File: config.mk
export PLATFORM = sky130hd
export DESIGN_NAME = sector_cache_tag_controller_flat
export DESIGN_NICKNAME = d
export VERILOG_FILES = /design/src/sv/sctc_pkg.sv /design/src/sv/sctc_req_if.sv /design/src/sv/sctc_rsp_if.sv /design/src/sv/sector_cache_tag_controller.sv /design/src/sv/sctc_ram.sv /design/src/flat_wrapper.sv
export SDC_FILE = /design/constraint.sdc
export NUM_CORES = 2
export LEC_CHECK = 0
export ABC_AREA = 0
export BUFFER_PORTS_ARGS = -buffer_cell sky130_fd_sc_hd__buf_2
export CORE_MARGIN = 1.5
export CORE_UTILIZATION = 60
export CTS_CLUSTER_DIAMETER = 30
export DETAILED_ROUTE_END_ITERATION = 8
export HOLD_SLACK_MARGIN = 0.02
export PLACE_DENSITY = 0.76
export SETUP_SLACK_MARGIN = 0.02
export SYNTH_ARGS = -nofsm -noshare
export SYNTH_HDL_FRONTEND = slang
export SYNTH_SLANG_ARGS = --single-unit
File: constraint.sdc
create_clock -name clk -period 5.2 [get_ports clk]
set_input_delay 1.3 -clock clk [delete_from_list [all_inputs] [get_ports clk]]
set_output_delay 1.3 -clock clk [all_outputs]
set_load 0.1 [all_outputs]
File: src/sv/sctc_pkg.sv
package sctc_pkg;

	localparam int ENTRIES      = 32;
	localparam int LINE_SECTORS = 8;
	localparam int UNIT_COUNT   = 8;

	localparam int IDX_W  = $clog2(ENTRIES);
	localparam int UNIT_W = 3;
	localparam int POS_W  = 32;

	typedef enum logic [2:0] {
		CMD_READ     = 3'd0,
		CMD_WRITE    = 3'd1,
		CMD_FILL_OK  = 3'd2,
		CMD_FILL_BAD = 3'd3,
		CMD_INV_UNIT = 3'd4,
		CMD_INV_ALL  = 3'd5
	} cmd_t;

	typedef struct packed {
		logic [UNIT_W-1:0] unit;
		logic [POS_W-1:0]  base;
	} entry_t;

	localparam int ENT_W = $bits(entry_t);

	function automatic logic [4:0] to_entry_index(logic [IDX_W-1:0] i);
		logic [IDX_W+4:0] t;
		t = (IDX_W + 5)'(i);
		return t[4:0];
	endfunction

endpackage

File: src/sv/sctc_req_if.sv
interface sctc_req_if;
	logic        valid;
	logic        ready;
	logic [2:0]  command;
	logic [2:0]  unit;
	logic [31:0] sector_pos;
	logic        media_changed;

	modport source (output valid, command, unit, sector_pos, media_changed, input ready);
	modport sink (input valid, command, unit, sector_pos, media_changed, output ready);
endinterface

File: src/sv/sctc_rsp_if.sv
interface sctc_rsp_if;
	logic       valid;
	logic       ready;
	logic       hit;
	logic [4:0] entry_index;
	logic [2:0] line_offset;
	logic       need_fill;

	modport source (output valid, hit, entry_index, line_offset, need_fill, input ready);
	modport sink (input valid, hit, entry_index, line_offset, need_fill, output ready);
endinterface

File: src/sv/sector_cache_tag_controller.sv
// Tag controller of a fully associative sector cache with round-robin
// replacement. A read or write lookup, and a unit invalidation, walks the tag
// RAM one entry per cycle through its single read port and one shared
// subtract-and-compare unit: a lookup ends at its first hit or after the last
// entry, an invalidation or a media-changed lookup after the last one. Fill
// ok, fill failed, invalidate all, unused commands and units out of range
// answer in the cycle after acceptance. One request is in flight at a time:
// the next is accepted once the response has been taken. Valid marks live in
// flip-flops cleared by reset, so there is no clearing pass after reset.
module sector_cache_tag_controller import sctc_pkg::*; (
	input  logic        clk,
	input  logic        arst_n,
	sctc_req_if.sink    req,
	sctc_rsp_if.source  rsp
);

	typedef enum logic [1:0] {
		ST_IDLE = 2'b01,
		ST_SCAN = 2'b10
	} state_t;

	localparam logic [IDX_W-1:0] LAST = IDX_W'(ENTRIES - 1);

	state_t             state_q;
	logic [ENTRIES-1:0] valid_q;
	logic [IDX_W-1:0]   victim_q;
	logic [UNIT_W-1:0]  pend_unit_q;
	logic [POS_W-1:0]   pend_pos_q;

	logic               is_read_q;
	logic               is_lookup_q;
	logic               drop_q;
	logic [UNIT_W-1:0]  unit_q;
	logic [POS_W-1:0]   pos_q;

	logic               issue_q;
	logic [IDX_W-1:0]   addr_q;
	logic               chk_v_s1;
	logic [IDX_W-1:0]   chk_idx_s1;

	logic               res_valid_q;
	logic               res_hit_q;
	logic [4:0]         res_idx_q;
	logic [2:0]         res_off_q;
	logic               res_fill_q;

	logic               accept;
	logic               unit_ok;
	logic               ram_we;
	entry_t             ram_wdata;
	entry_t             ram_rdata;
	logic [POS_W:0]     diff;
	logic               ent_match;
	logic               covered;
	logic               found;
	logic               last_chk;

	assign req.ready = (state_q == ST_IDLE) && !res_valid_q;
	assign accept    = req.valid && req.ready;
	assign unit_ok   = ({1'b0, req.unit} < 4'(UNIT_COUNT));

	assign ram_we          = accept && (req.command == CMD_FILL_OK);
	assign ram_wdata.unit  = pend_unit_q;
	assign ram_wdata.base  = pend_pos_q;

	sctc_ram #(
		.WIDTH(ENT_W),
		.DEPTH(ENTRIES)
	) u_tag_ram (
		.clk  (clk),
		.we   (ram_we),
		.waddr(victim_q),
		.wdata(ram_wdata),
		.raddr(addr_q),
		.rdata(ram_rdata)
	);

	assign diff      = {1'b0, pos_q} - {1'b0, ram_rdata.base};
	assign covered   = !diff[POS_W] && (diff[POS_W-1:0] < POS_W'(LINE_SECTORS));
	assign ent_match = valid_q[chk_idx_s1] && (ram_rdata.unit == unit_q);
	assign found     = chk_v_s1 && !drop_q && ent_match && covered;
	assign last_chk  = chk_v_s1 && (chk_idx_s1 == LAST);

	always_ff @(posedge clk or negedge arst_n) begin
		if (!arst_n) begin
			state_q     <= ST_IDLE;
			valid_q     <= '0;
			victim_q    <= '0;
			pend_unit_q <= '0;
			pend_pos_q  <= '0;
			issue_q     <= 1'b0;
			chk_v_s1    <= 1'b0;
			res_valid_q <= 1'b0;
		end else begin
			if (res_valid_q && rsp.ready) begin
				res_valid_q <= 1'b0;
			end
			case (state_q)
				ST_IDLE: begin
					if (accept) begin
						case (req.command)
							CMD_READ, CMD_WRITE, CMD_INV_UNIT: begin
								if (unit_ok) begin
									state_q  <= ST_SCAN;
									issue_q  <= 1'b1;
									chk_v_s1 <= 1'b0;
								end else begin
									res_valid_q <= 1'b1;
								end
							end
							CMD_FILL_OK: begin
								valid_q[victim_q] <= 1'b1;
								victim_q          <= (victim_q == LAST) ? '0 : victim_q + 1'b1;
								res_valid_q       <= 1'b1;
							end
							CMD_FILL_BAD: begin
								valid_q[victim_q] <= 1'b0;
								res_valid_q       <= 1'b1;
							end
							CMD_INV_ALL: begin
								valid_q     <= '0;
								res_valid_q <= 1'b1;
							end
							default: begin
								res_valid_q <= 1'b1;
							end
						endcase
					end
				end
				ST_SCAN: begin
					if (chk_v_s1 && drop_q && ent_match) begin
						valid_q[chk_idx_s1] <= 1'b0;
					end
					if (found || last_chk) begin
						state_q     <= ST_IDLE;
						issue_q     <= 1'b0;
						chk_v_s1    <= 1'b0;
						res_valid_q <= 1'b1;
						if (!found && is_read_q) begin
							pend_unit_q <= unit_q;
							pend_pos_q  <= pos_q;
						end
					end else begin
						chk_v_s1 <= issue_q;
						if (issue_q && addr_q == LAST) begin
							issue_q <= 1'b0;
						end
					end
				end
				default: begin
					state_q <= ST_IDLE;
				end
			endcase
		end
	end

	always_ff @(posedge clk) begin
		if (accept) begin
			is_read_q   <= (req.command == CMD_READ);
			is_lookup_q <= (req.command == CMD_READ) || (req.command == CMD_WRITE);
			drop_q      <= (req.command == CMD_INV_UNIT) || req.media_changed;
			unit_q      <= req.unit;
			pos_q       <= req.sector_pos;
			addr_q      <= '0;
			res_hit_q   <= 1'b0;
			res_idx_q   <= '0;
			res_off_q   <= '0;
			res_fill_q  <= 1'b0;
		end
		if (state_q == ST_SCAN) begin
			chk_idx_s1 <= addr_q;
			if (issue_q) begin
				addr_q <= addr_q + 1'b1;
			end
			if (found) begin
				res_hit_q <= 1'b1;
				res_idx_q <= to_entry_index(chk_idx_s1);
				res_off_q <= diff[2:0];
			end else if (last_chk && is_read_q && is_lookup_q) begin
				res_idx_q  <= to_entry_index(victim_q);
				res_fill_q <= 1'b1;
			end
		end
	end

	assign rsp.valid       = res_valid_q;
	assign rsp.hit         = res_hit_q;
	assign rsp.entry_index = res_idx_q;
	assign rsp.line_offset = res_off_q;
	assign rsp.need_fill   = res_fill_q;

endmodule

File: src/sv/sctc_ram.sv
module sctc_ram #(
	parameter int WIDTH = 8,
	parameter int DEPTH = 16
) (
	input  logic                     clk,
	input  logic                     we,
	input  logic [$clog2(DEPTH)-1:0] waddr,
	input  logic [WIDTH-1:0]         wdata,
	input  logic [$clog2(DEPTH)-1:0] raddr,
	output logic [WIDTH-1:0]         rdata
);

	logic [WIDTH-1:0] mem_q [DEPTH];

	always_ff @(posedge clk) begin
		if (we) begin
			mem_q[waddr] <= wdata;
		end
		rdata <= mem_q[raddr];
	end

endmodule

File: src/flat_wrapper.sv
// flat-port wrapper written by rule: the top's interface ports become plain ports
module sector_cache_tag_controller_flat import sctc_pkg::*;
  (clk, arst_n, req_valid, req_command, req_unit, req_sector_pos, req_media_changed, req_ready, rsp_valid, rsp_hit, rsp_entry_index, rsp_line_offset, rsp_need_fill, rsp_ready);
  sctc_req_if req_i ();
  sctc_rsp_if rsp_i ();
  input  logic clk;
  input  logic arst_n;
  input wire logic [$bits(req_i.valid)-1:0] req_valid;
  input wire logic [$bits(req_i.command)-1:0] req_command;
  input wire logic [$bits(req_i.unit)-1:0] req_unit;
  input wire logic [$bits(req_i.sector_pos)-1:0] req_sector_pos;
  input wire logic [$bits(req_i.media_changed)-1:0] req_media_changed;
  output wire logic [$bits(req_i.ready)-1:0] req_ready;
  output wire logic [$bits(rsp_i.valid)-1:0] rsp_valid;
  output wire logic [$bits(rsp_i.hit)-1:0] rsp_hit;
  output wire logic [$bits(rsp_i.entry_index)-1:0] rsp_entry_index;
  output wire logic [$bits(rsp_i.line_offset)-1:0] rsp_line_offset;
  output wire logic [$bits(rsp_i.need_fill)-1:0] rsp_need_fill;
  input wire logic [$bits(rsp_i.ready)-1:0] rsp_ready;
  assign req_i.valid = req_valid;
  assign req_i.command = req_command;
  assign req_i.unit = req_unit;
  assign req_i.sector_pos = req_sector_pos;
  assign req_i.media_changed = req_media_changed;
  assign req_ready = req_i.ready;
  assign rsp_valid = rsp_i.valid;
  assign rsp_hit = rsp_i.hit;
  assign rsp_entry_index = rsp_i.entry_index;
  assign rsp_line_offset = rsp_i.line_offset;
  assign rsp_need_fill = rsp_i.need_fill;
  assign rsp_i.ready = rsp_ready;
  sector_cache_tag_controller u_core (.clk(clk), .arst_n(arst_n), .req(req_i), .rsp(rsp_i));
endmodule
Word level (Yosys, flattened, before mapping)
Memories as Yosys holds them, arrays and structs flattened. A register that Yosys moved wholly into a read port is not among the register bits.
Cells that the tools add are included.
Word-level totals
  memory bits (writable): 1120
  memories: 1
  output and inout bits: 12
  logic and storage cells: 132
  register bits: 135
  bits of input ports: 43
Cells by class
  magnitude comparators: 5
  reduce and logical (&&, ||, !) cells: 34
  bitwise operators: 5
  add/sub/neg operators: 3
  muxes and demuxes: 48
  eq/ne operators: 17
Memory list
  u_core.u_tag_ram.mem_q: words 32, bits a word 35, rd ports 1, clocked after Yosys merged registers in 1, write ports 1, line sctc_ram.sv:13  | logic [WIDTH-1:0] mem_q [DEPTH];
Operators by type and width (count)
  one-hot mux 32 bit (3 select lines): 1
  AND 32 bit: 2
  2-to-1 mux 32 bit: 2
  NOT 32 bit: 2
  one-hot mux 32 bit (2 select lines): 1
  2-to-1 mux 5 bit: 8
  subtractor 32 x 32 -> 33 bit: 1
  less-than comparator 32 x 4 -> 1 bit, second input constant: 1
  bitwise OR 32 bit: 1
  2-to-1 mux 1 bit: 23
  logical AND 1 bit: 18
  == test 5 bit, second input constant: 3
  less-than comparator 5 x 6 -> 1 bit, second input constant: 2
  AND reduction 3 bit: 4
  adder 5 x 1 -> 5 bit, second input constant: 2
  demux 1 bit (select 5 bit): 2
  greater-or-equal comparator 5 x 1 -> 1 bit, second input constant: 2
  2-to-1 mux 3 bit: 3
  AND reduction 4 bit: 2
  == test 3 x 2 -> 1 bit, second input constant: 2
  == test 3 bit, second input constant: 2
  2-to-1 mux 2 bit: 3
  != test 2 x 1 -> 1 bit, second input constant: 3
  one-hot mux 1 bit (2 select lines): 3
  14 further kinds: 19

Logic depth before layout (Yosys ltp)
  word-level depth: 9
  mapped depth: 15
  depth with buffers taken out: 13

Cells and area by module
Synthesis repeated with hierarchy kept, for this count alone.
Unflattened totals
  cells, all modules: 3303
  area, all modules: 52724.3 sq um
By module, submodules not included
  sctc_ram: cells each 2469, area an instance 44546.5 sq um, times used 1, sequential area each 34332.9 sq um
  sector_cache_tag_controller: cells each 834, area an instance 8177.8 sq um, times used 1, sequential area each 3519.6 sq um

Worst setup path before layout
OpenSTA, ideal clock, no wires.
  path type: in2reg
  from: in req_valid
  to: mem u_core.u_tag_ram.mem_q[15][0] in the netlist's numbering (enable)
  setup slack: -0.089 ns
  library setup time: 0.471 ns
  cell stages on the path: 7
  buffers on the path: 3
  data required time: 4.729 ns
  data arrival time: 4.818 ns
  cells stage by stage: nand2b_1 > or2_2 > clkbuf_1 > or3_1 > clkbuf_1 > clkbuf_1 > nor3_1
Between the ends
  longest elaborated chain between the ends: 4
Ends and longest elaborated chain
  start: declaration: line flat_wrapper.sv:8  | input wire logic [$bits(req_i.valid)-1:0] req_valid;
  logical AND 1 bit: line sector_cache_tag_controller.sv:59  | assign accept = req.valid && req.ready;
  logical AND 1 bit: line sector_cache_tag_controller.sv:62  | assign ram_we = accept && (req.command == CMD_FILL_OK);
  2-to-1 mux 1 bit: line sctc_ram.sv:16  | if (we) begin
  2-to-1 mux 1 bit (not written as such): line sctc_ram.sv:17  | mem_q[waddr] <= wdata;
  end: declaration: line sctc_ram.sv:13
No other way between the ends.

Final worst setup path
  from: reg u_core.pos_q[0]
  to: reg u_core.pend_pos_q[6]
Between the ends
  longest elaborated chain between the ends: 7
  elaborated cells on any way between the ends: 9
  classes of those cells: add/sub (1); order compare (1); reduce/logical (7)
Ends and longest elaborated chain
  start: declaration: line sector_cache_tag_controller.sv:34  | logic [POS_W-1:0] pos_q;
  start signal: assignment: line sector_cache_tag_controller.sv:163  | pos_q <= req.sector_pos;
  subtractor 32 x 32 -> 33 bit *: line sector_cache_tag_controller.sv:78  | assign diff = {1'b0, pos_q} - {1'b0, ram_rdata.base};
  less-than comparator 32 x 4 -> 1 bit or zero test 1 bit (tied branches): line sector_cache_tag_controller.sv:79  | assign covered = !diff[POS_W] && (diff[POS_W-1:0] < POS_W'(LINE_SECTORS));
  logical AND 1 bit *: line sector_cache_tag_controller.sv:79
  logical AND 1 bit *: line sector_cache_tag_controller.sv:81  | assign found = chk_v_s1 && !drop_q && ent_match && covered;
  zero test 1 bit: line sector_cache_tag_controller.sv:139  | if (!found && is_read_q) begin
  logical AND 1 bit: line sector_cache_tag_controller.sv:139
  AND reduction 3 bit (no line) *
  end signal: assignment: line sector_cache_tag_controller.sv:141  | pend_pos_q <= pos_q;
  end: declaration: line sector_cache_tag_controller.sv:28  | logic [POS_W-1:0] pend_pos_q;
Every way passes the cells marked *; elsewhere a longest branch is shown, timed or not.
A chain may end at the register's enable or synchronous reset.

==> impl_summary.txt <==
----------------------------------------------------
[Critical path]
  FF-to-FF Start ... u_core.pos_q[0]
  Critical path capture point type ... flip-flop
  Required time worst endpoint ... 5850 ps
  Register-to-register setup slack ... 300 ps
  Worst setup path endpoint ... u_core.pend_pos_q[6]
  RR Endpoint ... u_core.pend_pos_q[6]
  Type of the worst setup path ... flip-flop to flip-flop
  Max FO, Critical Path ... 22
  Worst setup startpoint ... u_core.pos_q[0]
  Critical Path Start Type ... flip-flop
  Critical path data arrival time ... 5550 ps
  Cell depth of the worst flop-to-flop path ... 14

[Global routing]
  Largest net degree at the start of global routing ... 85
  Aggregate global-route resource usage ... 0.328
  Number of antenna violations at the first check in global routing ... 5
  Aggregate global routing overflow ... 0
  Number of global-route vias before repair ... 28630
  Wire length of the first global-routing pass ... 201000 um

[Placed design]
  Setup Slack @ Placement ... 402 ps
  Number of input and output port buffers inserted ... between 50 and 60
  Hpwl dp ... between 60000 and 70000 um
  Final GP Congestion ... 0.906

[Timing]
  Summed negative setup slack over all endpoints ... 0 ps
  Post-Route Hold Slack ... 459 ps
  Worst Setup Slack, final ... slightly below 300 ps
  Clock skew after layout ... 49.9 ps
  Final-report max-slew violation count ... 0
  Slew Limit Headroom ... 0.126
  Post-route fraction of the period consumed by the critical path ... 0.943
  Number of failing hold endpoints at the final stage ... 0
  Time the worst path needs with I/O delays and setup ... 4900 ps
  Transition time at the pin with the least slew margin ... 1300 ps
  Unrepaired setup endpoints after global routing ... no
  Number of setup violations in the final report ... 0
  Maximum frequency from static timing analysis ... 204 MHz

[Clock network]
  Clock tree from TritonCTS ... done
  Clock-pin slew reported for the worst setup and hold paths after clock tree synthesis ... 60 ps
  Sink count of the clock tree ... 1290
  Num CTS Buffers ... 210
  Number of buffers inserted to repair setup after CTS ... 0
  CTS HTree Levels ... 4
  Gates resized, CTS repair ... 0
  Hold buffer count at cts ... 0
  Root Buffer ... clkbuf_16
  Insertion delay of the later-clocked pin in the worst-skew pair ... 800 ps
  Bufs on Longest Clock Path ... 3

[Synthesis]
  Mean post-synth cell area ... 19.8 um^2
  Nets in the synthesized netlist ... 2692
  Post-Synthesis Cell Area ... 51700 um^2
  Dominant register cell in the synthesized netlist ... edfxtp_1
  Distinct cell type count after synthesis ... 81
  Post-synth EDFFs ... 1163
  Seq cells post-synth ... 1290
  FFs w/ async S/R, synth ... 0.0597
  Post-synthesis sequential area ratio ... 0.732
  Post-synthesis instance total ... 2607
  Count of yosys warnings during synthesis ... 0

[Route]
  Detail-routed net length per standard cell ... 33.9 um
  Routed via count divided by cell count ... 6.79
  Number of search-and-repair iterations in the first detailed-routing pass ... 6
  Vias post-DR ... 28101
  Antenna Violating Nets Remaining ... 0
  Residual DRC ... 0
  Wire length reported by the detailed router ... ~140000 um
  Starting DRT DRC Count ... approximately 3600

[Min path]
  Min-Delay Path Class ... flip-flop to flip-flop

[Power and ir drop]
  Maximum vdd drop ... 0.000384 V
  Power per unit of standard cell area ... a little under 500 nW/um^2
  Leakage power ... 20.3 nW

[Floorplanning]
  Full die area ... 87900 um^2
  Core area ... approximately 85000 um^2
  Horizontal die dimension ... 296 um
  Die Ht ... 296 um
  I/O pin cnt ... 55
  Initial core utilization ... 0.606
  Placement Rows ... 107

[Layout]
  Number of nets in the layout ... 2894
  Syn-to-layout area delta ... 18.7%
  Fraction of layout instances using a drive strength above 1 ... 0.311

[Job]
  Max cap viols ... 0

[Outcome]
  Result of the run ... finished clean

----------------------------------------------------
[where the power goes]
part | switching, W | total [W] | internal (W)
combinational | 0.00229 | 0.00424 | 0.00195
sequential | 0.000266 | 0.0117 | 0.0114
clock | 0.00518 | 0.0144 | 0.00917
[registers in the layout, indices dropped and copies added, names as in the netlist, 2 cells and up]
signal	flops
u_core.rsp.entry_index	5
u_core.state_q	2
u_core.u_tag_ram.mem_q	1120
u_core.valid_q	32
u_core.addr_q	5
u_core.unit_q	3
u_core.chk_idx_s1	5
u_core.pos_q	32
u_core.rsp.line_offset	3
u_core.pend_unit_q	3
u_core.victim_q	5
u_core.u_tag_ram.rdata	35
u_core.pend_pos_q	32
[synthesized netlist by cell type (5+ instances only)]
cell type / instances / area (um^2)
buf_1: 29 / 109
and3_1: 20 / 125
o21ai_0: 90 / 450
xnor2_1: 8 / 70.1
or3_1: 7 / 43.8
nand2_1: 97 / 364
mux2i_1: 18 / 180
nand4_1: 11 / 68.8
nor4_1: 5 / 31.3
dfxtp_1: 50 / 1000
a21o_1: 20 / 150
nand3b_1: 7 / 52.6
buf_6: 7 / 78.8
a21oi_1: 99 / 495
o22ai_1: 11 / 68.8
xor2_1: 5 / 43.8
a31oi_1: 11 / 68.8
clkbuf_1: 98 / 368
or4_1: 6 / 45.0
dfrtp_1: 76 / 1900
nor3_1: 19 / 95.1
nor3b_1: 7 / 52.6
ha_1: 41 / 513
nand2b_1: 10 / 62.6
inv_1: 51 / 191
mux2_2: 41 / 462
nor2_1: 76 / 285
nand3_1: 29 / 145
nor2b_1: 5 / 31.3
mux2_1: 30 / 338
buf_2: 5 / 25.0
o211ai_1: 10 / 75.1
edfxtp_1: 1163 / 34900
o211ai_2: 5 / 62.6
mux4_2: 353 / 7950
[cells in the final DEF (no fill, tap or decap), types with 8 or more instances in the layout]
master,synthesis,layout
a21o_1,20,20
a21oi_1,99,99
a31oi_1,11,11
and3_1,20,14
buf_12,0,30
buf_2,5,53
buf_4,1,48
bufinv_16,0,30
clkbuf_1,98,28
clkbuf_16,0,214
clkinv_1,1,19
clkinv_2,0,21
clkinv_4,0,15
clkinvlp_4,0,22
dfrtp_1,76,76
dfxtp_1,50,45
edfxtp_1,1163,1163
ha_1,41,41
inv_1,51,51
inv_6,0,23
mux2_1,30,30
mux2_2,41,41
mux2i_1,18,18
mux4_2,353,353
nand2_1,97,97
nand2b_1,10,10
nand3_1,29,29
nand4_1,11,11
nor2_1,76,50
nor2_4,1,26
nor3_1,19,18
o211ai_1,10,10
o21ai_0,90,90
o22ai_1,11,11
xnor2_1,8,8
[stage by stage]
| stage | std cells | instance area [um^2] | total power [W] | util |
|---|---|---|---|---|
| after global routing | 4133 | 61400 | 0.0312 | 0.719 |
| after detailed placement | 3741 | 54000 | 0.0160 | 0.633 |
| after floorplan | 2607 | 51700 | 0.0150 | - |
| final | 4137 | 61400 | 0.0303 | 0.720 |
| after global placement | 3741 | 54000 | 0.0160 | 0.633 |
| after CTS | 4133 | 61400 | 0.0304 | 0.719 |
[worst max-delay path: stages (launching register included)]
cell and delay, ps:
edfxtp_1 370, inv_1 60, ha_1 220, fa_1 450
nand2b_1 200, a211oi_2 360, o211ai_1 220, and2_1 220
mux2_2 270, or4_1 480, or4_1 490, or4_4 520
nand2_4 240, buf_12 240, mux2_1 370
[per-layer routing]
layer  GRT usage  vias up  wire length [um]
li1            -    11218                 -
met1       0.449    14785             53400
met2       0.526     1797             68800
met3      0.0727      297             13100
met4       0.123        4              4730
met5           0        -                23
[cell families after synthesis]
| logic type | Yosys count | synth area share |
|---|---|---|
| adders and majority gates | 42 | 0.0103 |
| buffers and inverters | 193 | 0.0153 |
| xor gates and xnor gates | 13 | 0.00220 |
| DFF | 1290 | 0.732 |
| and+or+nand+nor | 319 | 0.0302 |
| AOI/OAI and AO/OA | 308 | 0.0368 |
| muxes | 442 | 0.173 |
[worst min path at each step]
stage                      from              endpoint  slack (ps)  cells past startpoint
2_1_floorplan  u_core.addr_q[3]  u_core.chk_idx_s1[3]         410                      0
3_3_place_gp     u_core.rsp.hit        u_core.rsp.hit         430                      1
3_5_place_dp     u_core.rsp.hit        u_core.rsp.hit         440                      1
4_1_cts          u_core.rsp.hit        u_core.rsp.hit         460                      1
5_1_grt          u_core.rsp.hit        u_core.rsp.hit         480                      1
6_report         u_core.rsp.hit        u_core.rsp.hit         460                      1
[final cells by class]
| type | instances | area (um^2) |
|---|---|---|
| Sequential cell | 1290 | 37900 |
| Fill cell | 4807 | 23900 |
| Multi-Input combinational cell | 1124 | 13300 |
| Clock buffer | 246 | 5520 |
| Clock inverter | 146 | 1860 |
| Tap cell | 1144 | 1430 |
| Timing Repair Buffer | 131 | 1230 |
| Inverter | 52 | 195 |
| Antenna cell | 4 | 10.0 |
No activity file was read; power rests on OpenSTA's default activity.
